### src/rc4_pkg.sv
// Shared types and constants for the RC4 stream cipher.
// Used by rc4_csr, rc4_engine and the top level rc4_stream_cipher.
package rc4_pkg;

   localparam int BYTE_W       = 8;
   localparam int KEY_BYTES_DEF = 16;
   localparam int KEY_IDX_W    = 4;
   localparam int KEY_LEN_W    = 5;
   localparam int CSR_DATA_W   = 64;
   localparam int CSR_ADDR_W   = 5;

   localparam logic OP_REKEY = 1'b0;
   localparam logic OP_DATA  = 1'b1;

   localparam logic [1:0] REG_KEY_LOW  = 2'd0;
   localparam logic [1:0] REG_KEY_HIGH = 2'd1;
   localparam logic [1:0] REG_KEY_LEN  = 2'd2;

   typedef struct packed {
      logic [BYTE_W-1:0]    key_byte;
      logic [KEY_LEN_W-1:0] key_len;
   } rc4_key_type;

endpackage

### src/rc4_csr.sv
// Configuration registers for the RC4 engine: key words and key length.
// Selects one key byte by index and clamps the key length. Depends on rc4_pkg.
module rc4_csr
   import rc4_pkg::*;
#(
   parameter int KEY_BYTES = KEY_BYTES_DEF
) (
   input  logic                  clock,
   input  logic                  reset,
   input  logic                  csr_psel,
   input  logic                  csr_penable,
   input  logic                  csr_pwrite,
   input  logic [CSR_ADDR_W-1:0] csr_paddr,
   input  logic [CSR_DATA_W-1:0] csr_pwdata,
   output logic [CSR_DATA_W-1:0] csr_prdata,
   output logic                  csr_pready,
   input  logic [KEY_IDX_W-1:0]  key_idx,
   output rc4_key_type           key_info
);

   logic [CSR_DATA_W-1:0] key_low_ff, key_low_in;
   logic [CSR_DATA_W-1:0] key_high_ff, key_high_in;
   logic [KEY_LEN_W-1:0]  key_len_ff, key_len_in;
   logic                  wr_en;
   logic [1:0]            reg_sel;
   logic [15:0][BYTE_W-1:0] key_bytes;
   logic [KEY_LEN_W-1:0]  used_len;

   assign csr_pready = 1'b1;
   assign wr_en      = csr_psel & csr_penable & csr_pwrite & csr_pready;
   assign reg_sel    = csr_paddr[4:3];

   always_comb begin
      key_low_in  = key_low_ff;
      key_high_in = key_high_ff;
      key_len_in  = key_len_ff;
      csr_prdata  = '0;
      unique case (reg_sel)
         REG_KEY_LOW: begin
            csr_prdata = key_low_ff;
            if (wr_en) key_low_in = csr_pwdata;
         end
         REG_KEY_HIGH: begin
            csr_prdata = key_high_ff;
            if (wr_en) key_high_in = csr_pwdata;
         end
         REG_KEY_LEN: begin
            csr_prdata = {{(CSR_DATA_W-KEY_LEN_W){1'b0}}, key_len_ff};
            if (wr_en) key_len_in = csr_pwdata[KEY_LEN_W-1:0];
         end
         default: begin
            csr_prdata = '0;
         end
      endcase
   end

   always_ff @(posedge clock) begin
      if (reset) begin
         key_low_ff  <= '0;
         key_high_ff <= '0;
         key_len_ff  <= KEY_LEN_W'(16);
      end else begin
         key_low_ff  <= key_low_in;
         key_high_ff <= key_high_in;
         key_len_ff  <= key_len_in;
      end
   end

   always_comb begin
      used_len = key_len_ff;
      if (key_len_ff == '0) used_len = KEY_LEN_W'(1);
      if (key_len_ff > KEY_LEN_W'(KEY_BYTES)) used_len = KEY_LEN_W'(KEY_BYTES);
   end

   assign key_bytes         = {key_high_ff, key_low_ff};
   assign key_info.key_byte = key_bytes[key_idx];
   assign key_info.key_len  = used_len;

endmodule

### src/rc4_engine.sv
// RC4 permutation memory with one shared byte adder under a sequencer.
// Runs the key schedule and the keystream generator. Depends on rc4_pkg.
module rc4_engine
   import rc4_pkg::*;
(
   input  logic                 clock,
   input  logic                 reset,
   input  logic                 start,
   input  logic                 op,
   input  logic [BYTE_W-1:0]    data_in,
   input  logic                 last_in,
   output logic                 idle,
   input  logic                 out_free,
   output logic                 res_valid,
   output logic [BYTE_W-1:0]    res_data,
   output logic                 res_last,
   output logic [KEY_IDX_W-1:0] key_idx,
   input  rc4_key_type          key_info
);

   typedef enum logic [8:0] {
      ST_IDLE = 9'b000000001,
      ST_PJ   = 9'b000000010,
      ST_PSWP = 9'b000000100,
      ST_POUT = 9'b000001000,
      ST_FILL = 9'b000010000,
      ST_KRDA = 9'b000100000,
      ST_KRB  = 9'b001000000,
      ST_KWA  = 9'b010000000,
      ST_KWB  = 9'b100000000
   } state_type;

   state_type state_ff, state_in;

   logic [BYTE_W-1:0] mem [256];
   logic [BYTE_W-1:0] rd_data_ff;
   logic              wr_en;
   logic [BYTE_W-1:0] wr_addr, wr_data;

   logic [BYTE_W-1:0] i_ff, i_in, j_ff, j_in;
   logic [BYTE_W-1:0] a_ff, a_in, b_ff, b_in;
   logic [BYTE_W-1:0] sx_ff, sx_in, sj_ff, sj_in;
   logic [BYTE_W-1:0] data_ff, data_in_nxt;
   logic              last_ff, last_in_nxt;
   logic              hit_i_ff, hit_i_in, hit_j_ff, hit_j_in;
   logic              byp_ff, byp_in;
   logic [KEY_IDX_W-1:0] kidx_ff, kidx_in, kidx_inc;

   logic [BYTE_W-1:0] opa, opb, opc, sum;
   logic [BYTE_W-1:0] sa, ks;

   assign sum      = opa + opb + opc;
   assign sa       = byp_ff ? sx_ff : rd_data_ff;
   assign kidx_inc = kidx_ff + KEY_IDX_W'(1);
   assign key_idx  = kidx_ff;
   assign idle     = (state_ff == ST_IDLE);
   assign ks       = hit_i_ff ? sj_ff : (hit_j_ff ? sx_ff : rd_data_ff);
   assign res_valid = (state_ff == ST_POUT);
   assign res_data  = data_ff ^ ks;
   assign res_last  = last_ff;

   always_comb begin
      opa = '0;
      opb = '0;
      opc = '0;
      unique case (state_ff)
         ST_IDLE: begin opa = i_ff;  opb = BYTE_W'(1); end
         ST_PJ:   begin opa = j_ff;  opb = rd_data_ff; end
         ST_PSWP: begin opa = sx_ff; opb = rd_data_ff; end
         ST_POUT: begin opa = sx_ff; opb = sj_ff; end
         ST_FILL: begin opa = a_ff;  opb = BYTE_W'(1); end
         ST_KRDA: begin opa = a_ff; end
         ST_KRB:  begin opa = b_ff;  opb = sa; opc = key_info.key_byte; end
         ST_KWA:  begin opa = '0; end
         ST_KWB:  begin opa = a_ff;  opb = BYTE_W'(1); end
         default: begin opa = '0; end
      endcase
   end

   always_comb begin
      state_in    = state_ff;
      i_in        = i_ff;
      j_in        = j_ff;
      a_in        = a_ff;
      b_in        = b_ff;
      sx_in       = sx_ff;
      sj_in       = sj_ff;
      data_in_nxt = data_ff;
      last_in_nxt = last_ff;
      hit_i_in    = hit_i_ff;
      hit_j_in    = hit_j_ff;
      byp_in      = byp_ff;
      kidx_in     = kidx_ff;
      wr_en       = 1'b0;
      wr_addr     = a_ff;
      wr_data     = a_ff;
      unique case (state_ff)
         ST_IDLE: begin
            if (start) begin
               if (op == OP_DATA) begin
                  i_in        = sum;
                  data_in_nxt = data_in;
                  last_in_nxt = last_in;
                  state_in    = ST_PJ;
               end else begin
                  a_in     = '0;
                  state_in = ST_FILL;
               end
            end
         end
         ST_PJ: begin
            sx_in    = rd_data_ff;
            j_in     = sum;
            state_in = ST_PSWP;
         end
         ST_PSWP: begin
            wr_en    = 1'b1;
            wr_addr  = i_ff;
            wr_data  = rd_data_ff;
            sj_in    = rd_data_ff;
            hit_i_in = (sum == i_ff);
            hit_j_in = (sum == j_ff);
            state_in = ST_POUT;
         end
         ST_POUT: begin
            wr_en   = 1'b1;
            wr_addr = j_ff;
            wr_data = sx_ff;
            if (out_free) state_in = ST_IDLE;
         end
         ST_FILL: begin
            wr_en   = 1'b1;
            wr_addr = a_ff;
            wr_data = a_ff;
            a_in    = sum;
            if (a_ff == '1) begin
               b_in     = '0;
               kidx_in  = '0;
               state_in = ST_KRDA;
            end
         end
         ST_KRDA: begin
            byp_in   = 1'b0;
            state_in = ST_KRB;
         end
         ST_KRB: begin
            sx_in    = sa;
            b_in     = sum;
            state_in = ST_KWA;
         end
         ST_KWA: begin
            wr_en    = 1'b1;
            wr_addr  = a_ff;
            wr_data  = rd_data_ff;
            state_in = ST_KWB;
         end
         ST_KWB: begin
            wr_en   = 1'b1;
            wr_addr = b_ff;
            wr_data = sx_ff;
            byp_in  = (b_ff == sum);
            a_in    = sum;
            if ({1'b0, kidx_ff} + KEY_LEN_W'(1) == key_info.key_len) begin
               kidx_in = '0;
            end else begin
               kidx_in = kidx_inc;
            end
            if (a_ff == '1) begin
               i_in     = '0;
               j_in     = '0;
               state_in = ST_IDLE;
            end else begin
               state_in = ST_KRB;
            end
         end
         default: begin
            state_in = ST_IDLE;
         end
      endcase
   end

   always_ff @(posedge clock) begin
      if (reset) begin
         state_ff <= ST_IDLE;
         i_ff     <= '0;
         j_ff     <= '0;
      end else begin
         state_ff <= state_in;
         i_ff     <= i_in;
         j_ff     <= j_in;
      end
   end

   always_ff @(posedge clock) begin
      a_ff     <= a_in;
      b_ff     <= b_in;
      sx_ff    <= sx_in;
      sj_ff    <= sj_in;
      data_ff  <= data_in_nxt;
      last_ff  <= last_in_nxt;
      hit_i_ff <= hit_i_in;
      hit_j_ff <= hit_j_in;
      byp_ff   <= byp_in;
      kidx_ff  <= kidx_in;
   end

   always_ff @(posedge clock) begin
      if (wr_en) mem[wr_addr] <= wr_data;
      rd_data_ff <= mem[sum];
   end

endmodule

### src/rc4_stream_cipher.sv
// RC4 stream cipher engine. A data transaction on the req_ side passes through the
// engine states PJ, PSWP and POUT, waits in POUT until the rsp_ output register is
// free and then lands there; the engine takes no new transaction until it is back
// in idle. A rekey transaction loads the identity permutation, fetches the first
// entry, then runs the key schedule steps (a read and two writes each), keeps the
// engine busy and gives no result. Both kinds are paced by the 256 x 8 permutation
// memory with one read and one write port and by the one shared byte adder. The
// engine takes a new transaction while a finished result still waits on rsp_.
// Data sent before the first rekey returns an undefined keystream.
// Depends on rc4_pkg, rc4_csr and rc4_engine.
module rc4_stream_cipher
   import rc4_pkg::*;
#(
   parameter int KEY_BYTES = KEY_BYTES_DEF
) (
   input  logic                  clock,
   input  logic                  reset,
   input  logic                  req_tvalid,
   output logic                  req_tready,
   input  logic [BYTE_W-1:0]     req_tdata,   // [7:0] data_in
   input  logic                  req_tuser,   // [0] op
   input  logic                  req_tlast,
   output logic                  rsp_tvalid,
   input  logic                  rsp_tready,
   output logic [BYTE_W-1:0]     rsp_tdata,   // [7:0] data_out
   output logic                  rsp_tlast,
   input  logic                  csr_psel,
   input  logic                  csr_penable,
   input  logic                  csr_pwrite,
   input  logic [CSR_ADDR_W-1:0] csr_paddr,
   input  logic [CSR_DATA_W-1:0] csr_pwdata,
   output logic [CSR_DATA_W-1:0] csr_prdata,
   output logic                  csr_pready
);

   rc4_key_type          key_info;
   logic [KEY_IDX_W-1:0] key_idx;
   logic                 eng_idle, start, out_free;
   logic                 res_valid, res_last, take;
   logic [BYTE_W-1:0]    res_data;

   logic                 rsp_valid_ff, rsp_valid_in;
   logic [BYTE_W-1:0]    rsp_data_ff, rsp_data_in;
   logic                 rsp_last_ff, rsp_last_in;

   rc4_csr #(
      .KEY_BYTES(KEY_BYTES)
   ) u_csr (
      .clock      (clock),
      .reset      (reset),
      .csr_psel   (csr_psel),
      .csr_penable(csr_penable),
      .csr_pwrite (csr_pwrite),
      .csr_paddr  (csr_paddr),
      .csr_pwdata (csr_pwdata),
      .csr_prdata (csr_prdata),
      .csr_pready (csr_pready),
      .key_idx    (key_idx),
      .key_info   (key_info)
   );

   rc4_engine u_engine (
      .clock    (clock),
      .reset    (reset),
      .start    (start),
      .op       (req_tuser),
      .data_in  (req_tdata),
      .last_in  (req_tlast),
      .idle     (eng_idle),
      .out_free (out_free),
      .res_valid(res_valid),
      .res_data (res_data),
      .res_last (res_last),
      .key_idx  (key_idx),
      .key_info (key_info)
   );

   assign req_tready = eng_idle;
   assign start      = req_tvalid & eng_idle;
   assign out_free   = ~rsp_valid_ff | rsp_tready;
   assign take       = res_valid & out_free;

   always_comb begin
      rsp_valid_in = rsp_valid_ff;
      rsp_data_in  = rsp_data_ff;
      rsp_last_in  = rsp_last_ff;
      if (take) begin
         rsp_valid_in = 1'b1;
         rsp_data_in  = res_data;
         rsp_last_in  = res_last;
      end else if (rsp_tready) begin
         rsp_valid_in = 1'b0;
      end
   end

   always_ff @(posedge clock) begin
      if (reset) begin
         rsp_valid_ff <= 1'b0;
      end else begin
         rsp_valid_ff <= rsp_valid_in;
      end
   end

   always_ff @(posedge clock) begin
      rsp_data_ff <= rsp_data_in;
      rsp_last_ff <= rsp_last_in;
   end

   assign rsp_tvalid = rsp_valid_ff;
   assign rsp_tdata  = rsp_data_ff;
   assign rsp_tlast  = rsp_last_ff;

endmodule

### config.mk
export PLATFORM = sky130hd
export DESIGN_NAME = rc4_stream_cipher
export DESIGN_NICKNAME = d
export VERILOG_FILES = /design/src/rc4_pkg.sv /design/src/rc4_csr.sv /design/src/rc4_engine.sv /design/src/rc4_stream_cipher.sv
export SDC_FILE = /design/constraint.sdc
export NUM_CORES = 2
export LEC_CHECK = 0
export BUFFER_PORTS_ARGS = -buffer_cell sky130_fd_sc_hd__buf_2
export CAP_MARGIN = 20
export CORE_AREA = 2 2 460 370
export DETAILED_ROUTE_END_ITERATION = 8
export DIE_AREA = 0 0 462 372
export GPL_ROUTABILITY_DRIVEN = 0
export PLACE_DENSITY = 0.75
export SYNTH_ARGS = -nofsm -noshare
export SYNTH_HDL_FRONTEND = slang
export SYNTH_SLANG_ARGS = --single-unit
export TNS_END_PERCENT = 50
### constraint.sdc
create_clock -name clock -period 18.3 [get_ports clock]
set_clock_uncertainty 0.2 [all_clocks]
set_input_delay 1.83 -clock clock [delete_from_list [all_inputs] [get_ports clock]]
set_output_delay 1.83 -clock clock [all_outputs]
set_load 0.05 [all_outputs]
-- Yosys cells after proc, flatten, opt, wreduce, memory -nomap -nowiden
Memories as Yosys holds them, arrays and structs flattened. A register that Yosys moved wholly into a read port is not among the register bits.
Index checks and enable logic that the tools add are counted.
- register bits: 216
- RAM bits: 2048
- input bits: 86
- memories kept: 1
- word-level logic and storage cells: 121
- memory list (name ; words ; width ; rd ports ; clocked after Yosys merged registers in ; wr ports ; RTL line ; source):
    u_engine.mem ; 256 ; 8 ; 1 ; 1 ; 1 ; rc4_engine.sv:35 ; logic [BYTE_W-1:0] mem [256];
- bitwise gates (word level): 7
- equality and inequality tests: 22
- $lt $le $gt $ge: 2
- multiplexer cells: 38
- add/subtract/negate cells: 4
- reduce and logical (&&, ||, !) cells: 28
- operators with widths (operator ; number):
    one-hot mux 64 bit (3 select lines) ; 1
    one-hot mux 8 bit (2 select lines) ; 6
    one-hot mux 9 bit (9 select lines) ; 1
    two-way mux 8 bit ; 10
    one-hot mux 8 bit (5 select lines) ; 1
    binary-select mux 8 bit (select 4 bit) ; 1
    one-hot mux 8 bit (4 select lines) ; 1
    two-way mux 9 bit ; 3
    equality test 8 bit ; 3
    one-hot mux 8 bit (3 select lines) ; 1
    adder 8 bit ; 2
    nonzero test 2 bit ; 8
    two-way mux 5 bit ; 3
    AND reduction 2 bit ; 6
    OR reduction 2 bit ; 5
    equality test 9 x 1 -> 1 bit, second input constant ; 1
    equality test 9 x 2 -> 1 bit, second input constant ; 1
    equality test 9 x 3 -> 1 bit, second input constant ; 1
    equality test 9 x 4 -> 1 bit, second input constant ; 1
    equality test 9 x 5 -> 1 bit, second input constant ; 1
    equality test 9 x 6 -> 1 bit, second input constant ; 1
    equality test 9 x 7 -> 1 bit, second input constant ; 1
    equality test 9 x 8 -> 1 bit, second input constant ; 1
    equality test 9 bit, second input constant ; 1
    other kinds (25) ; 40

-- Logic depth before layout (Yosys ltp)
- word-level depth: 8
- depth in mapped cells: 27

-- By module
Synthesis repeated with hierarchy kept, for this count alone.
- cells, all modules: 5022
- area, all modules: 91961.9 um2
- modules (own cells, without submodules) (module ; instances ; area each (um2) ; sequential area each (um2) ; cells each):
    rc4_engine ; 1 ; 84539.8 ; 63601.0 ; 4168
    rc4_csr ; 1 ; 7090.6 ; 2662.6 ; 839
    rc4_stream_cipher ; 1 ; 331.6 ; 290.3 ; 15

-- Least setup slack after synthesis
OpenSTA, ideal clock, no wires.
- path type: register -> register
- from: register u_engine.kidx_ff[0], in the netlist u_engine.key_idx[0]
- to: register u_engine.rd_data_ff[7], read port of u_engine.mem
- slack: 12.373 ns
- path buffers: 7
- clock period less this slack: 5.927 ns
- arrival: 5.607 ns
- library setup time: 0.120 ns
- stages on the path, launching flop included: 18
- required time: 17.980 ns
- cells stage by stage: edfxtp_1 -> clkbuf_1 -> clkbuf_1 -> mux4_2 -> mux4_2 -> and2_1 -> fa_1 -> ha_1 -> fa_1 -> buf_2 -> buf_2 -> buf_2 -> clkbuf_1 -> buf_1 -> mux4_2 -> a211oi_1 -> nor3_1 -> o31a_1
- longest elaborated chain between the ends: 4
- RTL lines (item ; RTL line ; source):
    from (decl) ; rc4_engine.sv:47 ; logic [KEY_IDX_W-1:0] kidx_ff, kidx_in, kidx_inc;
    from (signal assigned) ; rc4_engine.sv:204 ; kidx_ff <= kidx_in;
    binary-select mux 8 bit (select 4 bit) ; rc4_csr.sv:76 ; assign key_info.key_byte = key_bytes[key_idx];
    two-way mux 8 bit (not written as such) ; rc4_csr.sv:76 ;
    two-way mux 8 bit ; rc4_engine.sv:66 ; unique case (state_ff)
    adder 8 bit ; rc4_engine.sv:52 ; assign sum = opa + opb + opc;
    named net u_engine.sum[2] ; rc4_engine.sv:49 ; logic [BYTE_W-1:0] opa, opb, opc, sum;
    to (decl) ; rc4_engine.sv:36 ; logic [BYTE_W-1:0] rd_data_ff;
The timed path passes the listed nets, and every way through them passes these cells. The select of a mux whose other input is x is not followed.
A chain may end at the register's enable or synchronous reset.

-- Final worst setup path
- from: register u_engine.state_ff[8]
- to: register u_engine.rd_data_ff[3], read port of u_engine.mem
- longest elaborated chain between the ends: 5
- elaborated cells between the ends (all ways): 17
- RTL lines (item ; RTL line ; source):
    from (decl) ; rc4_engine.sv:33 ; state_type state_ff, state_in;
    from (signal assigned) ; rc4_engine.sv:188 ; state_ff <= state_in;
    equality test 9 x 6 -> 1 bit, or another cell as far along ; rc4_engine.sv:66 ;
    OR reduction 3 bit (no line) / OR reduction 2 bit (equally long branches) ; n/a ;
    one-hot mux 8 bit (5 select lines) / one-hot mux 8 bit (4 select lines) (equally long branches) ; rc4_engine.sv:66 ;
    adder 8 bit ; rc4_engine.sv:52 ;
    adder 8 bit * ; rc4_engine.sv:52 ;
    named net u_engine.sum[2] ; rc4_engine.sv:49 ;
Mark *: on every way through the listed nets, which the timed path passes. The rest lies on a longest branch.

==> flow_summary_export.csv <==
group,metric,value,unit
pwr,power,11.5,mW
sta,max_freq,0.111,GHz
flow_run,maxCapViolCount,0,
worst_hold_path,hold_path.class,"reg -> reg",
die,rows,135,
pwr,p_leak,31.6,nW
die,start_util,0.544,
layout,nFillCells,11600,
clock_network,h-tree-depth,4,
placed_design,portBuffers,157,
worst_setup_path,worstSetupEndpoint,"u_engine.rd_data_ff[3]",
worst_setup_path,crit_buf_inv,3,
drt,drtPass1Iterations,9,
pwr,powerDensity,114,mW/mm2
sta,setup_violations,0,
synthesis,synth.top_cell.area_share,0.691,
worst_setup_path,crit_arrival,9.49,ns
global_route,grt_pass1_wl,328,mm
clock_network,cts_tree,"yes",
global_route,track_usage,0.264,
clock_network,ctsRootBufferMaster,"clkbuf_16",
layout,area_growth,10.6,%
placed_design,placed_cells,7073,
clock_network,postCtsSetupRepairBufs,0,
sta,finalCriticalPeriod,8.98,ns
worst_setup_path,path_common_cell,"buf_4",
synthesis,synth_edf_count,2105,
layout,fin_area,0.101,mm2
sta,tightest_slew,1.22,ns
global_route,grt.overflow.total,0,
layout,multi_input_area,0.0235,mm2
clock_network,clkTransAtPathRegs,0.07,ns
worst_setup_path,critPathKind,"reg -> reg",
synthesis,synth_area_leaders,"edfxtp_1, mux4_2, dfxtp_1",
sta,hold_violations,0,
pwr,ir_drop,0.114,mV
clock_network,cts_sinks,2272,
die,core,0.168,mm2
layout,regArea,0.0666,mm2
clock_network,cts_buffers,202,
clock_network,post_cts_resized,0,
die,die-area,0.172,mm2
worst_setup_path,critPathSlowestCell,"fa_4",
sta,setup_tns,0,ns
drt,ant_nets,0,
synthesis,synthTopCellsByCount,"edfxtp_1, mux4_2, nand2_1",
drt,viasPerCell,6.54,
layout,nNetsFinal,5125,
worst_setup_path,r2r_start,"u_engine.state_ff[8]",
sta,final.period_utilization,0.491,
clock_network,holdBufCountCts,0,
drt,drt_iter0_markers,7005,
global_route,grt_start_max_net_pins,186,
clock_network,clockBufferDepth,3,
global_route,grt_pass1_vias,47500,
synthesis,synthArstFlopShare,0,
worst_setup_path,reg2reg_slack,9.32,ns
synthesis,netlist_area,0.0915,mm2
synthesis,synth.distinct_cells,79,
worst_setup_path,path_depth,19,
worst_setup_path,r2r_cells,19,
worst_setup_path,crit_path_start,"u_engine.state_ff[8]",
worst_setup_path,startpoint_type,"register",
worst_setup_path,rr_endpoint,"u_engine.rd_data_ff[3]",
synthesis,synth_ff_type,"edfxtp_1",
synthesis,synth_top_area_cell,"edfxtp_1",
layout,drive_gt1_frac,0.236,
synthesis,synth_seq_cells,2272,
worst_setup_path,worstPathCellList,"nor3_2 -> nand3_1 -> o21ai_2 -> nand2_1 -> nand3_1 -> fa_1 -> ha_4 -> fa_4 -> buf_4 -> buf_4 -> buf_4 -> mux4_2 -> nand2_1 -> and3_1 -> a311oi_1 -> a311oi_1 -> a31oi_1 -> a221oi_1 -> a31oi_1",
outcome,violations,"design-rule violations",
synthesis,seq_area_frac_synth,0.727,
die,die_w,462,um
worst_setup_path,crit_family,"compound AO/OA/AOI/OAI gates",
die,io_pins,162,
placed_design,dp_hpwl,133,mm
synthesis,yosysWarnings,0,
sta,slew_viol_final,0,
synthesis,synth.avg_cell_area,18.6,um2
worst_setup_path,cp_max_fo,38,
synthesis,yosysMostFrequentCell,"edfxtp_1",
worst_setup_path,worstPathRequired,18.81,ns
die,die_h,372,um
worst_setup_path,crit_path_end_kind,"register",
synthesis,syn_nets,5009,
clock_network,clk_latency,0.87,ns
layout,final_cell_count_no_fill,7453,
drt,vias,48700,
global_route,antenna_found_initial,10,
synthesis,synthCells,4908,
worst_setup_path,critPathMaxStageDelay,1.25,ns
sta,maxSlewHeadroom,0.185,
outcome,status,"complete, but fails checks",
drt,totalWireLength,226,mm
sta,grt_setup_unrepaired,"false",
placed_design,place_area,0.0944,mm2
drt,wire_per_inst,30.4,um
drt,drc,24,
worst reg2reg max path: cells and delay by family (launching register included):
family                     cells  cell delay [ns]
AOI/OAI and AO/OA              6             2.41
adders and majority gates      3             1.91
buffers and inverters          3             1.80
and+or+nand+nor                6             1.65
DFF                            1             0.44
muxes                          1             0.41
sequential cells by signal, summed over array words and instances (netlist names), 8 cells and up:
signal / count
u_engine.mem: 2048
u_csr.key_high_ff: 64
u_csr.key_low_ff: 64
u_engine.state_ff: 9
rsp_tdata: 8
u_engine.a_ff: 8
u_engine.b_ff: 8
u_engine.data_ff: 8
u_engine.i_ff: 8
u_engine.j_ff: 8
u_engine.rd_data_ff: 8
u_engine.sj_ff: 8
u_engine.sx_ff: 8
placed cells by master (no fill, tap or decap), types with 56 or more instances in the layout:
cell type / netlist / routed
a21oi_1: 162 / 162
buf_2: 81 / 155
buf_4: 41 / 56
clkbuf_16: 0 / 203
dfxtp_1: 167 / 167
edfxtp_1: 2105 / 2105
mux2i_1: 108 / 108
mux4_2: 644 / 644
nand2_1: 539 / 538
nand3_1: 66 / 60
nor2_1: 385 / 384
cell families (layout without fill, tap and decap cells):
kind of cell / after synthesis / in the layout / synth area share
buffers and inverters: 344 / 619 / 0.0176
XOR/XNOR: 50 / 50 / 0.00520
multiplexers: 756 / 756 / 0.171
AND/OR/NAND/NOR: 1135 / 1135 / 0.0523
adder cells (fa/ha/maj): 15 / 15 / 0.00271
flip-flops: 2272 / 2272 / 0.727
AO/OA/AOI/OAI: 335 / 335 / 0.0239
other: 1 / 11 / 0.0000410
layer usage:
layer | wire length [um] | up-vias | share of wire | track usage
li1 | - | 19800 | - | -
met1 | 89800 | 25400 | 0.40 | 0.394
met2 | 103000 | 3105 | 0.45 | 0.382
met3 | 27700 | 432 | 0.12 | 0.0783
met4 | 6100 | 12 | 0.027 | 0.0750
met5 | 84 | - | 0.00037 | 0
power by group:
group,total [mW],switching [mW],leakage (nW),internal (mW)
sequential,5.73,0.0312,20.3,5.70
clock,4.29,1.91,3.20,2.37
combinational,1.51,0.826,8.09,0.686
total,11.5,2.77,31.6,8.76
metrics by stage:
step | hold WS [ns] | util | setup slack, ns
after detailed placement | 0.233 | 0.562 | 9.52
after CTS | 0.248 | 0.601 | 9.49
after global placement | 0.200 | 0.562 | 9.63
after global routing | 0.264 | 0.602 | 9.07
after floorplan | 0.200 | - | 12.37
final | 0.244 | 0.602 | 9.32
layout make-up:
class / instances / share of cell area
tap: 2260 / 0.0279
inverter: 33 / 0.00179
sequential: 2272 / 0.658
multi-input combinational: 2292 / 0.232
antenna: 10 / 0.000247
clock inverter: 121 / 0.0137
clock buffer: 242 / 0.0517
timing repair buffer: 223 / 0.0144
worst min path at each step:
stage | startpoint | end | slack (ns) | cells after the start
CTS | u_engine.res_last | rsp_tlast | 0.25 | 0
global route | u_engine.res_last | rsp_tlast | 0.26 | 0
detailed placement | u_engine.res_last | rsp_tlast | 0.23 | 0
global placement | u_engine.res_last | rsp_tlast | 0.20 | 0
floorplan | u_engine.res_last | rsp_tlast | 0.20 | 0
finish | u_engine.res_last | rsp_tlast | 0.24 | 0
(Power assumes the default switching activity.)
